$ cat src/design/pcc_pkg.sv
// Package for the port-based traffic class counter.
// Holds the header offsets, protocol numbers, register map, result codes and shared types.
// Used by every module in this folder; depends on nothing else.
`timescale 1ns / 1ps
`default_nettype none

package pcc_pkg;

  localparam int BYTE_COUNT_WIDTH_DEF   = 48;
  localparam int PACKET_COUNT_WIDTH_DEF = 32;
  localparam int POSITION_WIDTH_DEF     = 16;

  localparam int FRAME_BYTE_W   = 8;
  localparam int WIRE_LEN_W     = 16;
  localparam int PORT_W         = 16;
  localparam int OUT_BYTE_W     = 48;
  localparam int OUT_PACKET_W   = 32;
  localparam int IN_DATA_W      = FRAME_BYTE_W + WIRE_LEN_W;
  localparam int OUT_DATA_W     = OUT_BYTE_W + OUT_PACKET_W;
  localparam int OUT_USER_W     = 4;
  localparam int CFG_ADDR_W     = 4;
  localparam int CFG_DATA_W     = 32;

  localparam int ETH_HEADER_LEN  = 14;
  localparam int IP_PROTO_OFFSET = 9;
  localparam int TCP_OFFSET_BYTE = 12;
  localparam int TCP_MIN_LEN     = 13;
  localparam int UDP_HEADER_LEN  = 8;
  localparam int DST_PORT_OFFSET = 2;

  localparam logic [7:0] PROTO_TCP = 8'd6;
  localparam logic [7:0] PROTO_UDP = 8'd17;

  localparam logic [PORT_W-1:0] SSH_PORT_RESET       = 16'd22;
  localparam logic [PORT_W-1:0] WEB_PLAIN_PORT_RESET  = 16'd80;
  localparam logic [PORT_W-1:0] WEB_SECURE_PORT_RESET = 16'd443;

  typedef enum logic [1:0] {
    REG_SSH_PORT   = 2'd0,
    REG_WEB_PLAIN  = 2'd1,
    REG_WEB_SECURE = 2'd2
  } cfg_reg_t;

  typedef enum logic [1:0] {
    ST_COUNTED   = 2'd0,
    ST_TRUNCATED = 2'd1,
    ST_DROPPED   = 2'd2
  } status_t;

  typedef enum logic [1:0] {
    CLS_UNKNOWN = 2'd0,
    CLS_SSH     = 2'd1,
    CLS_WEB     = 2'd2
  } class_t;

  typedef struct packed {
    status_t                 status;
    class_t                  traffic_class;
    logic                    tx;
    logic [WIRE_LEN_W-1:0]   wire_len;
  } decision_t;

endpackage

`default_nettype wire

$ cat src/design/pcc_parser.sv
// Frame header parser: tracks the byte position, captures the IPv4 and TCP fields it needs
// and registers one classification decision per frame. Depends on pcc_pkg.
`timescale 1ns / 1ps
`default_nettype none

module pcc_parser #(
  parameter int POSITION_WIDTH = pcc_pkg::POSITION_WIDTH_DEF
) (
  input  wire                              clk,
  input  wire                              rst,
  input  wire                              in_valid,
  output logic                             in_ready,
  input  wire [pcc_pkg::FRAME_BYTE_W-1:0]  frame_byte,
  input  wire                              last_of_frame,
  input  wire                              travel_direction,
  input  wire [pcc_pkg::WIRE_LEN_W-1:0]    wire_length,
  input  wire [pcc_pkg::PORT_W-1:0]        ssh_port,
  input  wire [pcc_pkg::PORT_W-1:0]        web_plain_port,
  input  wire [pcc_pkg::PORT_W-1:0]        web_secure_port,
  output logic                             dec_valid,
  input  wire                              dec_ready,
  output pcc_pkg::decision_t               dec,
  output logic                             frame_open
);
  import pcc_pkg::*;

  localparam int CW = POSITION_WIDTH + 1;

  logic [POSITION_WIDTH-1:0] pos;
  logic [3:0]                ihl;
  logic [7:0]                proto;
  logic [3:0]                tcpw;
  logic [PORT_W-1:0]         port;

  logic [POSITION_WIDTH-1:0] pos_next;
  logic [3:0]                ihl_next;
  logic [7:0]                proto_next;
  logic [3:0]                tcpw_next;
  logic [PORT_W-1:0]         port_next;
  logic [CW-1:0]             pos_w, tstart, port_hi, port_lo, caplen, tcp_end;
  status_t                   status_next;
  class_t                    class_next;
  logic                      take;

  assign in_ready   = !dec_valid || dec_ready;
  assign take       = in_valid && in_ready;
  assign frame_open = (pos != '0);

  always_comb begin
    pos_w      = CW'(pos);
    pos_next   = (pos == '1) ? pos : pos + POSITION_WIDTH'(1);
    ihl_next   = (pos_w == CW'(ETH_HEADER_LEN)) ? frame_byte[3:0] : ihl;
    tstart     = CW'(ETH_HEADER_LEN) + CW'({ihl_next, 2'b00});
    proto_next = (pos_w == CW'(ETH_HEADER_LEN + IP_PROTO_OFFSET)) ? frame_byte : proto;
    tcpw_next  = (pos_w == tstart + CW'(TCP_OFFSET_BYTE)) ? frame_byte[7:4] : tcpw;
    port_hi    = travel_direction ? tstart : tstart + CW'(DST_PORT_OFFSET);
    port_lo    = port_hi + CW'(1);
    port_next  = (pos_w == port_hi || pos_w == port_lo) ? {port[7:0], frame_byte} : port;
    caplen     = pos_w + CW'(1);
    tcp_end    = tstart + CW'({tcpw_next, 2'b00});

    status_next = ST_COUNTED;
    class_next  = CLS_UNKNOWN;
    if (caplen < CW'(ETH_HEADER_LEN + IP_PROTO_OFFSET + 1) || caplen < tstart) begin
      status_next = ST_TRUNCATED;
    end else if (proto_next == PROTO_TCP) begin
      if (caplen < tstart + CW'(TCP_MIN_LEN) || caplen < tcp_end) begin
        status_next = ST_TRUNCATED;
      end else if (port_next == ssh_port) begin
        class_next = CLS_SSH;
      end else if (port_next == web_plain_port || port_next == web_secure_port) begin
        class_next = CLS_WEB;
      end
    end else if (proto_next == PROTO_UDP) begin
      if (caplen < tstart + CW'(UDP_HEADER_LEN)) begin
        status_next = ST_TRUNCATED;
      end
    end else begin
      status_next = ST_DROPPED;
    end
  end

  always_ff @(posedge clk) begin
    if (rst) begin
      pos       <= '0;
      ihl       <= '0;
      proto     <= '0;
      tcpw      <= '0;
      port      <= '0;
      dec_valid <= 1'b0;
    end else begin
      if (take) begin
        if (last_of_frame) begin
          pos   <= '0;
          ihl   <= '0;
          proto <= '0;
          tcpw  <= '0;
          port  <= '0;
        end else begin
          pos   <= pos_next;
          ihl   <= ihl_next;
          proto <= proto_next;
          tcpw  <= tcpw_next;
          port  <= port_next;
        end
      end
      if (take && last_of_frame) begin
        dec_valid <= 1'b1;
      end else if (dec_ready) begin
        dec_valid <= 1'b0;
      end
    end
  end

  always_ff @(posedge clk) begin
    if (take && last_of_frame) begin
      dec.status        <= status_next;
      dec.traffic_class <= class_next;
      dec.tx            <= travel_direction;
      dec.wire_len      <= wire_length;
    end
  end

endmodule

`default_nettype wire

$ cat src/design/pcc_counters.sv
// Per-class, per-direction byte and packet counters with the result register.
// Takes registered decisions from pcc_parser; depends on pcc_pkg.
`timescale 1ns / 1ps
`default_nettype none

module pcc_counters #(
  parameter int BYTE_COUNT_WIDTH   = pcc_pkg::BYTE_COUNT_WIDTH_DEF,
  parameter int PACKET_COUNT_WIDTH = pcc_pkg::PACKET_COUNT_WIDTH_DEF
) (
  input  wire                              clk,
  input  wire                              rst,
  input  wire                              dec_valid,
  output logic                             dec_ready,
  input  wire pcc_pkg::decision_t          dec,
  output logic                             out_valid,
  input  wire                              out_ready,
  output logic [1:0]                       traffic_class,
  output logic [1:0]                       frame_status,
  output logic [pcc_pkg::OUT_BYTE_W-1:0]   class_byte_total,
  output logic [pcc_pkg::OUT_PACKET_W-1:0] class_packet_total
);
  import pcc_pkg::*;

  logic [BYTE_COUNT_WIDTH-1:0]   byte_cnt [2][3];
  logic [PACKET_COUNT_WIDTH-1:0] pkt_cnt  [2][3];

  logic [BYTE_COUNT_WIDTH-1:0]   byte_sum;
  logic [PACKET_COUNT_WIDTH-1:0] pkt_sum;
  logic                          move;
  logic                          counted;

  assign dec_ready = !out_valid || out_ready;
  assign move      = dec_valid && dec_ready;
  assign counted   = (dec.status == ST_COUNTED);
  assign byte_sum  = byte_cnt[dec.tx][dec.traffic_class] + BYTE_COUNT_WIDTH'(dec.wire_len);
  assign pkt_sum   = pkt_cnt[dec.tx][dec.traffic_class] + PACKET_COUNT_WIDTH'(1);

  always_ff @(posedge clk) begin
    if (rst) begin
      out_valid <= 1'b0;
      for (int d = 0; d < 2; d++) begin
        for (int c = 0; c < 3; c++) begin
          byte_cnt[d][c] <= '0;
          pkt_cnt[d][c]  <= '0;
        end
      end
    end else begin
      if (move) begin
        out_valid <= 1'b1;
        if (counted) begin
          byte_cnt[dec.tx][dec.traffic_class] <= byte_sum;
          pkt_cnt[dec.tx][dec.traffic_class]  <= pkt_sum;
        end
      end else if (out_ready) begin
        out_valid <= 1'b0;
      end
    end
  end

  always_ff @(posedge clk) begin
    if (move) begin
      frame_status <= dec.status;
      if (counted) begin
        traffic_class      <= dec.traffic_class;
        class_byte_total   <= OUT_BYTE_W'(byte_sum);
        class_packet_total <= OUT_PACKET_W'(pkt_sum);
      end else begin
        traffic_class      <= CLS_UNKNOWN;
        class_byte_total   <= '0;
        class_packet_total <= '0;
      end
    end
  end

endmodule

`default_nettype wire

$ cat src/design/packet_port_class_counter_top.sv
// Top level of the port-based traffic class counter: stream ports, register port and assertions.
// Instantiates pcc_parser and pcc_counters; depends on pcc_pkg.
`timescale 1ns / 1ps
`default_nettype none

// Takes one captured frame byte per cycle while s_axis_tready is high, and on the last byte of
// each frame gives one result word with the class, the status and the updated byte and packet
// totals for that class and direction (class unknown and totals zero when the frame was not
// counted). A result passes through the header parser's decision register and then the
// counter bank's read-modify-write into the result register. The input side stalls only when
// both of those registers are full and the output word is not being taken. Port registers must
// be written over the register port while no frame is in flight; the block does not check this.
module packet_port_class_counter_top #(
  parameter int BYTE_COUNT_WIDTH   = pcc_pkg::BYTE_COUNT_WIDTH_DEF,
  parameter int PACKET_COUNT_WIDTH = pcc_pkg::PACKET_COUNT_WIDTH_DEF,
  parameter int POSITION_WIDTH     = pcc_pkg::POSITION_WIDTH_DEF
) (
  input  wire                             clk,
  input  wire                             rst,
  input  wire                             s_axis_tvalid,
  output logic                            s_axis_tready,
  input  wire [pcc_pkg::IN_DATA_W-1:0]    s_axis_tdata,  // frame_byte, wire_length
  input  wire                             s_axis_tlast,
  input  wire                             s_axis_tuser,  // travel_direction
  output logic                            m_axis_tvalid,
  input  wire                             m_axis_tready,
  output logic [pcc_pkg::OUT_DATA_W-1:0]  m_axis_tdata,  // class_byte_total, class_packet_total
  output logic [pcc_pkg::OUT_USER_W-1:0]  m_axis_tuser,  // traffic_class, frame_status
  input  wire                             psel,
  input  wire                             penable,
  input  wire                             pwrite,
  input  wire [pcc_pkg::CFG_ADDR_W-1:0]   paddr,
  input  wire [pcc_pkg::CFG_DATA_W-1:0]   pwdata,
  output logic [pcc_pkg::CFG_DATA_W-1:0]  prdata,
  output logic                            pready
);
  import pcc_pkg::*;

  logic [PORT_W-1:0]       ssh_port;
  logic [PORT_W-1:0]       web_plain_port;
  logic [PORT_W-1:0]       web_secure_port;
  cfg_reg_t                reg_sel;

  logic                    dec_valid;
  logic                    dec_ready;
  decision_t               dec;
  logic                    frame_open;
  logic [1:0]              res_class;
  logic [1:0]              res_status;
  logic [OUT_BYTE_W-1:0]   res_bytes;
  logic [OUT_PACKET_W-1:0] res_packets;

  assign pready  = 1'b1;
  assign reg_sel = cfg_reg_t'(paddr[3:2]);

  always_ff @(posedge clk) begin
    if (rst) begin
      ssh_port        <= SSH_PORT_RESET;
      web_plain_port  <= WEB_PLAIN_PORT_RESET;
      web_secure_port <= WEB_SECURE_PORT_RESET;
    end else if (psel && penable && pwrite && pready) begin
      case (reg_sel)
        REG_SSH_PORT:   ssh_port        <= pwdata[PORT_W-1:0];
        REG_WEB_PLAIN:  web_plain_port  <= pwdata[PORT_W-1:0];
        REG_WEB_SECURE: web_secure_port <= pwdata[PORT_W-1:0];
        default: begin
        end
      endcase
    end
  end

  always_comb begin
    case (reg_sel)
      REG_SSH_PORT:   prdata = CFG_DATA_W'(ssh_port);
      REG_WEB_PLAIN:  prdata = CFG_DATA_W'(web_plain_port);
      REG_WEB_SECURE: prdata = CFG_DATA_W'(web_secure_port);
      default:        prdata = '0;
    endcase
  end

  pcc_parser #(
    .POSITION_WIDTH(POSITION_WIDTH)
  ) u_parser (
    .clk              (clk),
    .rst              (rst),
    .in_valid         (s_axis_tvalid),
    .in_ready         (s_axis_tready),
    .frame_byte       (s_axis_tdata[FRAME_BYTE_W-1:0]),
    .last_of_frame    (s_axis_tlast),
    .travel_direction (s_axis_tuser),
    .wire_length      (s_axis_tdata[IN_DATA_W-1:FRAME_BYTE_W]),
    .ssh_port         (ssh_port),
    .web_plain_port   (web_plain_port),
    .web_secure_port  (web_secure_port),
    .dec_valid        (dec_valid),
    .dec_ready        (dec_ready),
    .dec              (dec),
    .frame_open       (frame_open)
  );

  pcc_counters #(
    .BYTE_COUNT_WIDTH   (BYTE_COUNT_WIDTH),
    .PACKET_COUNT_WIDTH (PACKET_COUNT_WIDTH)
  ) u_counters (
    .clk                (clk),
    .rst                (rst),
    .dec_valid          (dec_valid),
    .dec_ready          (dec_ready),
    .dec                (dec),
    .out_valid          (m_axis_tvalid),
    .out_ready          (m_axis_tready),
    .traffic_class      (res_class),
    .frame_status       (res_status),
    .class_byte_total   (res_bytes),
    .class_packet_total (res_packets)
  );

  assign m_axis_tdata = {res_packets, res_bytes};
  assign m_axis_tuser = {res_status, res_class};

  // A last byte always leaves a decision waiting and the frame state cleared.
  a_last_gives_decision: assert property (@(posedge clk) disable iff (rst)
    s_axis_tvalid && s_axis_tready && s_axis_tlast |=> dec_valid && !frame_open)
    else $error("last byte did not produce a decision or clear the frame state");

  // The input only stalls when the output word is held up.
  a_stall_only_on_backpressure: assert property (@(posedge clk) disable iff (rst)
    !s_axis_tready |-> m_axis_tvalid && !m_axis_tready)
    else $error("input stalled without output back-pressure");

  // A frame that was not counted carries no class and no totals.
  a_uncounted_is_zero: assert property (@(posedge clk) disable iff (rst)
    m_axis_tvalid && m_axis_tuser[3:2] != ST_COUNTED |->
      m_axis_tuser[1:0] == CLS_UNKNOWN && m_axis_tdata == '0)
    else $error("uncounted result carries a class or totals");

endmodule

`default_nettype wire
$ cat config.mk
export PLATFORM = sky130hd
export DESIGN_NAME = packet_port_class_counter_top
export DESIGN_NICKNAME = d
export VERILOG_FILES = /design/src/design/pcc_pkg.sv /design/src/design/pcc_parser.sv /design/src/design/pcc_counters.sv /design/src/design/packet_port_class_counter_top.sv
export SDC_FILE = /design/constraint.sdc
export NUM_CORES = 1
export LEC_CHECK = 0
export BUFFER_PORTS_ARGS = -buffer_cell sky130_fd_sc_hd__buf_2
export CELL_PAD_IN_SITES_DETAIL_PLACEMENT = 1
export CELL_PAD_IN_SITES_GLOBAL_PLACEMENT = 2
export CORE_UTILIZATION = 45
export DETAILED_ROUTE_END_ITERATION = 10
export GPL_TIMING_DRIVEN = 0
export PLACE_DENSITY_LB_ADDON = 0.15
export SYNTH_ARGS = -nofsm -noshare
export SYNTH_HDL_FRONTEND = slang
export SYNTH_SLANG_ARGS = --single-unit
$ cat constraint.sdc
create_clock -name clk -period 27.1 [get_ports clk]
set_input_delay 4.065 -clock clk [delete_from_list [all_inputs] [get_ports clk]]
set_output_delay 4.065 -clock clk [all_outputs]
set_load 0.01 [all_outputs]
==> impl_metrics.json, run 1 <==
{
  "status": "finished, final reports clean",
  "drtIter0Drc": 1883,
  "die_w_um": 272,
  "worstPathRequired_ns": 23.03,
  "postSynthAreaPerCell_um2": 11.3,
  "ctsResizeCount": 0,
  "grt_usage": 0.287,
  "synth_edf_count": 585,
  "min_path_type": "reg2reg",
  "die_h_um": 272,
  "nets": 3268,
  "hp-start": "u_parser.dec[19]",
  "worst_pin_slew_ns": 1.41,
  "cellLeakagePower_nw": 14.1,
  "clk_pin_slew_ns": 0.06,
  "synth_top_area_cell": "edfxtp_1",
  "ys_types": 87,
  "critPathMaxStageDelay_ns": 0.77,
  "path_delay_family": "buffers and inverters",
  "worst-path-buf-inv": 4,
  "powerDensity_nw_per_um2": 63.7,
  "drt_pass1_iterations": 5,
  "cts_buffer_depth": 3,
  "drc": 0,
  "drive_above_1_share": 0.146,
  "slowest_stage": "buf_1",
  "cp-start-kind": "input pin",
  "cts_tree": "built",
  "clk_latency_ns": 0.63,
  "period_minus_slack_ns": 10.30,
  "hold_depth": 0,
  "final_common_cell": "edfxtp_1",
  "wire_per_inst_um": 25.6,
  "start_util": 0.457,
  "ys_seq_area_frac": 0.596,
  "numPortBuffers": 145,
  "antenna_found_initial": 1,
  "hpwl_um": 73500,
  "coreArea_um2": 71900,
  "arrival_ns": 6.23,
  "worstPathMaxFanout": 10,
  "num_io_pins": 188,
  "drv_cap": 0,
  "setup_violations": 0,
  "critical_path_class": "in2out",
  "async_reset_ff_frac": 0,
  "fin_crit_sh": 0.380,
  "grt-ovfl-total": 0,
  "fin_worst_skew_ns": 0.0307,
  "rsz0062_at_grt": "no",
  "clock-sinks": 684,
  "cts_setup_buffers": 0,
  "routed_wl_um": 107000,
  "fp-row-count": 98,
  "cts_htree_levels": 3,
  "synth_area_um2": 32800,
  "dpl_cell_area_um2": 35200,
  "synth_cells": 2894,
  "antenna_left": 0,
  "dieArea_um2": 74000,
  "viasPerCell": 5.78,
  "grt_pass1_vias": 25300,
  "clockRootBuffer": "clkbuf_16",
  "grt_pass1_wl_um": 159000,
  "synthTopCellsByArea": "edfxtp_1 (54%), nor2_1 (6.6%), dfxtp_1 (6.0%)",
  "grt_max_degree": 54,
  "min_to": "u_counters.frame_status[0]",
  "fmax_mhz": 97.1,
  "reg2reg_to": "u_counters.class_byte_total[28]",
  "synth-warning-count": 0,
  "endpoint_kind": "primary output",
  "finalSetupTns_ns": 0,
  "stdcell_area_um2": 37700,
  "area_growth_pct": 14.7,
  "drv_slew": 0,
  "vias": 24100,
  "synth_ff_type": "edfxtp_1",
  "final_cell_mix": "edfxtp_1 (585), nor2_1 (580), nand2_1 (204)",
  "synth_seq_cells": 684,
  "irDropWorstVdd_uv": 44.2,
  "hold_viol": 0,
  "numCtsBuffers": 76,
  "gp_congestion": 0.873,
  "crit_chain": "buf_2 > buf_1 > buf_1 > mux2i_1 > o21ai_0 > buf_2",
  "slew_headroom": 0.0569,
  "reg2regPathDepth": 26,
  "post-route-util": 0.524,
  "synth_top_area_frac": 0.535,
  "rrSetupSlack_ns": 17.01,
  "ctsHoldBuffers": 0
}
==> worst register-to-register path, stage by stage, from the launching register on <==
cell and delay, ns:
dfxtp_1 0.41, buf_2 0.26, buf_2 0.42, clkbuf_1 0.61, buf_2 0.41, buf_2 0.31, clkbuf_1 0.65, clkbuf_1 0.58
clkbuf_1 0.57, clkbuf_1 0.61, a21oi_1 0.20, ha_1 0.25, inv_1 0.07, fa_1 0.21, nor2b_1 0.06, o21ai_0 0.27
a21oi_1 0.14, o21ai_0 0.40, a21oi_1 0.20, o2111ai_1 0.31, nand3_1 0.28, a41oi_2 0.60, buf_6 0.24, clkbuf_1 0.90
nor3_1 0.19, xor2_1 0.50, nor2_1 0.16
==> sequential cells by signal, summed over array words and instances, names as in the netlist, named ones only <==
signal / cells
ssh_port: 16
u_counters.traffic_class: 2
u_parser.proto: 8
u_counters.class_byte_total: 48
u_parser.dec: 21
u_parser.tcpw: 4
web_plain_port: 16
web_secure_port: 16
u_counters.pkt_cnt: 192
u_counters.byte_cnt: 288
u_counters.out_valid: 1
u_parser.dec_valid: 1
u_parser.pos: 16
u_counters.frame_status: 2
u_parser.ihl: 4
u_parser.port: 16
u_counters.class_packet_total: 32
==> how the worst max path moves through the flow <==
stage          slack (ns)  cells past startpoint           from                    endpoint
2_1_floorplan       14.41                      7  m_axis_tready   u_counters.byte_cnt[1][0]
3_3_place_gp         6.75                      8  m_axis_tready  u_counters.byte_cnt[1][87]
3_5_place_dp        16.77                      6       paddr[2]                   prdata[5]
4_1_cts             16.76                      6       paddr[2]                   prdata[5]
5_1_grt             16.69                      6       paddr[2]                   prdata[5]
6_report            16.80                      6       paddr[2]                   prdata[5]
==> logic make-up (layout without fill, tap and decap cells) <==
group	count (synthesis)	in the layout	share of synthesized area
and+or+nand+nor	1035	1035	0.139
adders and majority gates	50	50	0.0195
DFF	684	684	0.596
muxes	206	206	0.0661
other	2	20	0.000229
buffers and inverters	282	582	0.0406
xor gates and xnor gates	161	161	0.0434
AOI/OAI and AO/OA	474	474	0.0957
==> metrics by stage <==
stage	cells	setup slack, ns	power, mW	hold WS, ns
6_report	4162	16.80	2.40	0.480
4_1_cts	4161	16.76	2.41	0.482
2_1_floorplan	2911	14.41	1.32	0.442
5_1_grt	4161	16.69	2.46	0.499
3_3_place_gp	4006	6.75	1.39	0.460
3_5_place_dp	4021	16.77	1.39	0.465
==> layout make-up <==
type                            instances  area (µm²)
Multi-Input combinational cell       1945       12100
Clock buffer                           98        2090
Antenna cell                            1        2.50
Buffer                                197        1010
Sequential cell                       684       19500
Fill cell                            7730       34200
Clock inverter                         42         357
Tap cell                              950        1190
Timing Repair Buffer                  160        1070
Inverter                               85         322
==> report_power, final <==
group,internal [mW],leakage (nW),switching [mW]
sequential,1.17,6.74,0.0112
clock,0.594,1.21,0.436
combinational,0.0552,6.16,0.134
==> synthesized netlist by cell type (all sizes together) (75+ instances only) <==
cell type / number
a21oi: 125
buf: 75
clkbuf: 122
dfxtp: 99
edfxtp: 585
inv: 83
mux2: 86
mux2i: 120
nand2: 209
nor2: 581
o21ai: 131
xnor2: 80
xor2: 80
==> layer usage <==
metal | routed length [µm] | vias to the layer above | GRT usage
li1 | - | 10900 | -
met1 | 44700 | 12300 | 0.364
met2 | 53800 | 691 | 0.507
met3 | 5150 | 166 | 0.0368
met4 | 2960 | 2 | 0.0918
met5 | 13 | - | 0
(Power assumes the default switching activity.)
==> inputs of run 2 (changes only) <==
CORE_UTILIZATION = 42   (was 45)
clock period = 9.5 ns   (was 27.1 ns; I/O delays follow)
==> run 2 against run 1 <==
Against the previous run: routed wire length is 1.8% higher; global-route usage fell by 1.2 points; highest routed layer is now met4; largest cell class unchanged; non-clock buffer count is the same; final cell count increased by 2.1%; via count is 0.29% lower; clock power grew to 2.9 times the previous value; clock skew fell by 0.0043 ns.
==> impl_metrics.json, run 2 (synthesized netlist as in run 1, its figures left out) <==
{
  "start_util": 0.424,
  "drt_pass1_iterations": 5,
  "crit_chain": "buf_2 > buf_2 > clkbuf_1 > buf_2 > buf_2 > clkbuf_1 > clkbuf_1 > clkbuf_1 > a21oi_1 > ha_1 > a21o_1 > a21oi_1 > o21ai_0 > a21oi_1 > o21ai_0 > a2111oi_1 > o31ai_1 > o31a_2 > and3_1 > xnor2_1 > nor2_1",
  "wire_per_inst_um": 25.5,
  "arrival_ns": 9.23,
  "die_h_um": 282,
  "drv_slew": 0,
  "n_antenna_cell": 0,
  "fmax_mhz": 113,
  "worstPathMaxFanout": 19,
  "worstPathRequired_ns": 9.84,
  "grt-ovfl-total": 0,
  "clock-sinks": 684,
  "status": "finished, final reports clean",
  "final_cell_mix": "edfxtp_1 (585), nor2_1 (580), nand2_1 (204)",
  "endpoint_kind": "register",
  "antenna_left": 0,
  "rsz0062_at_grt": "no",
  "fin_worst_skew_ns": 0.0264,
  "hpwl_um": 74400,
  "fp-row-count": 102,
  "use_met1": 0.343,
  "cts_htree_levels": 3,
  "vias": 24000,
  "routed_wl_um": 108000,
  "dpl_cell_area_um2": 35300,
  "largest_registers": "u_counters.byte_cnt (288), u_counters.pkt_cnt (192), u_counters.class_byte_total (48)",
  "critPathMaxStageDelay_ns": 0.74,
  "slew_headroom": 0.187,
  "nets": 3269,
  "critical_path_class": "reg2reg",
  "grt_use_met3": 0.0334,
  "largest_reg_flops": 288,
  "numPortBuffers": 145,
  "power.switching_mw": 1.68,
  "grt_util_met2": 0.491,
  "num_io_pins": 188,
  "fin_crit_sh": 0.935,
  "powerDensity_nw_per_um2": 182,
  "worst-path-buf-inv": 8,
  "swShare": 0.243,
  "die_w_um": 282,
  "path_delay_family": "buffers and inverters",
  "drtIter0Drc": 1705,
  "hp-start": "u_parser.dec[20]",
  "drc": 0,
  "irDropWorstVdd_uv": 127,
  "grt_usage": 0.275,
  "clk_pin_slew_ns": 0.06,
  "power_frac_comb": 0.078,
  "dieArea_um2": 79300,
  "coreArea_um2": 77300,
  "cts_buffer_depth": 3,
  "area_growth_pct": 15.4,
  "grt_pass1_wl_um": 162000,
  "seqPwrFrac": 0.487,
  "drv_cap": 0,
  "regMostFlops": "u_counters.byte_cnt",
  "numCtsBuffers": 77,
  "cts_tree": "built",
  "cellLeakagePower_nw": 14.2,
  "drive_above_1_share": 0.147,
  "cp-start-kind": "register",
  "clockRootBuffer": "clkbuf_16",
  "p_clk_frac": 0.436,
  "final.fill_count": 8345,
  "antenna_found_initial": 0,
  "final_common_cell": "edfxtp_1",
  "ctsHoldBuffers": 0,
  "grt_pass1_vias": 25600,
  "period_minus_slack_ns": 8.89,
  "grt_max_degree": 61,
  "worst_pin_slew_ns": 1.22,
  "grt_busiest_layer": "met2",
  "gp_congestion": 0.875,
  "clk_latency_ns": 0.64,
  "power_mw": 6.91,
  "stdcell_area_um2": 37900,
  "internal_power_mw": 5.23,
  "slowest_stage": "a2111oi_1",
  "hold_viol": 0,
  "viasPerCell": 5.64,
  "min_path_type": "reg2reg",
  "setup_violations": 0
}
[run 2: cell count changes in the layout (fill, tap and decap cells not counted), moves of 2 or more]
cell | previous run | this run
clkbuf_8 | 1 | 5
clkbuf_1 | 136 | 140
clkinvlp_4 | 0 | 3
clkinv_8 | 1 | 3
clkbuf_2 | 2 | 0
clkinv_2 | 15 | 12
clkinv_1 | 18 | 9
[run 2: per-layer routing]
| layer | vias up | part of all wire |
|---|---|---|
| met5 | - | 0 |
| met4 | 0 | 0.032 |
| met3 | 174 | 0.047 |
| met2 | 621 | 0.51 |
| met1 | 12300 | 0.42 |
| li1 | 10900 | - |
[run 2: stage by stage]
| step | hold slack [ns] | setup WS [ns] | instances | setup TNS (ns) | util |
|---|---|---|---|---|---|
| after global routing | 0.512 | 0.164 | 4251 | 0 | 0.490 |
| after CTS | 0.485 | 0.0869 | 4251 | 0 | 0.490 |
| after detailed placement | 0.463 | -0.497 | 4112 | -25.27 | 0.457 |
| final | 0.486 | 0.615 | 4251 | 0 | 0.490 |
| after floorplan | 0.442 | -0.549 | 2911 | -87.76 | - |
| after global placement | 0.456 | -8.59 | 4096 | -1715.05 | 0.451 |
[run 2: worst paths after layout]
check	slack, ns	depth (start not counted)	endpoint
max reg2reg	0.61	21	u_counters.byte_cnt[1][31]
min	0.49	0	u_counters.frame_status[1]
min reg2reg	0.49	0	u_counters.frame_status[1]
max	0.61	21	u_counters.byte_cnt[1][31]
[run 2: power by group through the flow]
stage          sequential [mW]  combinational (mW)  clock, mW
4_1_cts                   3.37               0.539       3.06
6_report                  3.37               0.536       3.01
3_3_place_gp              3.45               0.504          0
5_1_grt                   3.37               0.578       3.17
2_1_floorplan             3.43               0.319          0
3_5_place_dp              3.43               0.537          0
[run 2: timing repair]
item | CTS | global route
setup endpoints to repair | 107 | 71
hold endpoints to repair | 0 | 0
resized for setup | 1 | 0
pin swaps | 0 | 1
buffers inserted | 0 | 1
[run 2: final cells by class]
type | instances | area (µm²) | area share
inverters | 85 | 322 | 0.00849
flip-flops and latches | 684 | 19500 | 0.516
well taps | 1040 | 1300 | 0.0344
repair buffers | 162 | 1110 | 0.0292
multi-input cells | 1945 | 12100 | 0.319
plain buffers | 195 | 1010 | 0.0266
clock buffers | 104 | 2120 | 0.0560
clock inverters | 36 | 403 | 0.0106
==> inputs of run 3 (changes only) <==
REMOVE_ABC_BUFFERS = 1   (was default)
SKIP_LAST_GASP = 1   (was default)
==> run 3 against run 2 <==
Against the previous run: combinational power decreased by 6.0%; core utilization decreased by 0.23 points; die area unchanged; register-to-register slack improved by 1.7 ns; via count decreased by 3.8%; critical path depth decreased by 2; worst hold slack about the same; maximum frequency increased by 24%; sequential share of layout area increased by 0.26 points; critical endpoint is now u_counters.byte_cnt[1][45].
==> impl_metrics.json, run 3 (synthesized netlist as in run 1, its figures left out) <==
{
  "status": "finished, final reports clean",
  "critical_path_class": "reg2reg",
  "grt_max_degree": 81,
  "dieArea_um2": 79300,
  "clk_pin_slew_ns": 0.06,
  "wire_per_inst_um": 24.0,
  "fin_worst_skew_ns": 0.0248,
  "drt_pass1_iterations": 7,
  "slowest_stage": "a2111oi_0",
  "fin_crit_sh": 0.753,
  "crit_chain": "buf_16 > buf_16 > nor2b_4 > buf_12 > a221o_1 > o21ai_0 > inv_1 > ha_1 > a21o_1 > a21oi_1 > o21ai_0 > a21oi_1 > o21ai_0 > a2111oi_0 > o31ai_1 > o31ai_4 > nor2_1 > xor2_1 > nor2_1",
  "area_growth_pct": 14.8,
  "clock-sinks": 684,
  "min_path_type": "reg2reg",
  "finalWorstSetupSlack_ns": 2.35,
  "n_antenna_cell": 0,
  "drive_above_1_share": 0.150,
  "routed_wl_um": 98200,
  "startpoint": "u_parser.dec[17]",
  "regMostFlops": "u_counters.byte_cnt",
  "grt_pass1_vias": 24900,
  "setup_violations": 0,
  "arrival_ns": 7.49,
  "final_cell_mix": "edfxtp_1 (585), nor2_1 (580), nand2_1 (201)",
  "drtIter0Drc": 1344,
  "critPathMaxStageDelay_ns": 0.93,
  "worstPathMaxFanout": 30,
  "cts_htree_levels": 3,
  "cts_setup_buffers": 0,
  "hold_slack_ns": 0.486,
  "hold_depth": 0,
  "final_common_cell": "edfxtp_1",
  "endpoint_kind": "register",
  "hp-start": "u_parser.dec[19]",
  "powerDensity_nw_per_um2": 179,
  "die_w_um": 282,
  "irDropWorstVdd_uv": 114,
  "start_util": 0.424,
  "cpMostUsedCell": "o21ai_0",
  "nets": 3116,
  "num_io_pins": 188,
  "clockRootBuffer": "clkbuf_16",
  "dp_slack_ns": 2.01,
  "numPortBuffers": 152,
  "grt_pass1_wl_um": 148000,
  "cts_buffer_depth": 3,
  "coreArea_um2": 77300,
  "gp_congestion": 0.850,
  "drc": 0,
  "die_h_um": 282,
  "drv_cap": 0,
  "reg2reg_from": "u_parser.dec[17]",
  "antenna_left": 0,
  "vias": 23100,
  "worstPathRequired_ns": 9.84,
  "largest_reg_flops": 288,
  "hpwl_um": 61000,
  "rsz0062_at_grt": "no",
  "reg2regPathDepth": 19,
  "slew_headroom": 0.185,
  "ctsHoldBuffers": 0,
  "grt_usage": 0.247,
  "cp-start-kind": "register",
  "drv_slew": 0,
  "clk_latency_ns": 0.63,
  "numCtsBuffers": 76,
  "cellLeakagePower_nw": 14.1,
  "largest_registers": "u_counters.byte_cnt (288), u_counters.pkt_cnt (192), u_counters.class_byte_total (48)",
  "fp-row-count": 102,
  "ctsResizeCount": 0,
  "cts_tree": "built",
  "viasPerCell": 5.63,
  "worst_pin_slew_ns": 1.22,
  "grt-ovfl-total": 0,
  "period_minus_slack_ns": 7.15,
  "antenna_found_initial": 0,
  "fmax_mhz": 140,
  "hold_viol": 0
}
## run 3: changes by cell type in the layout (fill, tap and decap cells not counted), sizes merged
cell / change
clkinvlp: -2
buf: -32
bufinv: -1
clkbuf: -133
inv: +2
clkinv: +13
## run 3: metrics by stage
stage               std cells  power [mW]   util  instance area (µm²)  TNS [ns]
floorplan                2714        3.73      -                31900   -317.69
global placement         3906        3.93  0.439                33900  -9314.05
detailed placement       3959        3.94  0.456                35300         0
CTS                      4098        6.83  0.487                37700         0
global route             4098        6.97  0.487                37700         0
finish                   4098        6.76  0.487                37700         0
## run 3: routing by layer
layer	global-route usage	vias up	wire, µm
met5	0	-	0
met4	0.0709	0	2090
met3	0.0266	122	3320
met2	0.447	439	50400
met1	0.311	11900	42400
li1	-	10600	-
## run 3: path summary, 6_finish.rpt
check / slack [ns] / endpoint
hold reg to reg: 0.49 / u_counters.frame_status[0]
setup / recovery: 2.35 / u_counters.byte_cnt[1][45]
setup reg to reg: 2.35 / u_counters.byte_cnt[1][45]
hold / removal: 0.49 / u_counters.frame_status[0]
## run 3: area by class of cell
| type | instances | area (µm²) |
|---|---|---|
| Clock buffer | 91 | 2010 |
| Clock inverter | 48 | 380 |
| Fill cell | 8248 | 39600 |
| Inverter | 85 | 327 |
| Multi-Input combinational cell | 1945 | 12100 |
| Sequential cell | 684 | 19600 |
| Tap cell | 1040 | 1300 |
| Timing Repair Buffer | 205 | 1990 |
## run 3: critical path: cells and delay by family (launching register included)
family / cells / cell delay [ns]
AO/OA/AOI/OAI: 10 / 3.44
XOR/XNOR: 1 / 0.50
adder cells (fa/ha/maj): 1 / 0.23
buffers and inverters: 4 / 0.83
flip-flops: 1 / 0.81
AND/OR/NAND/NOR: 3 / 1.01
## run 3: where the power goes
part	switching, mW	total [mW]	internal, mW	leakage [nW]
combinational	0.346	0.504	0.158	6.14
clock	1.24	2.88	1.65	1.18
sequential	0.0398	3.37	3.33	6.75
total	1.62	6.76	5.14	14.1
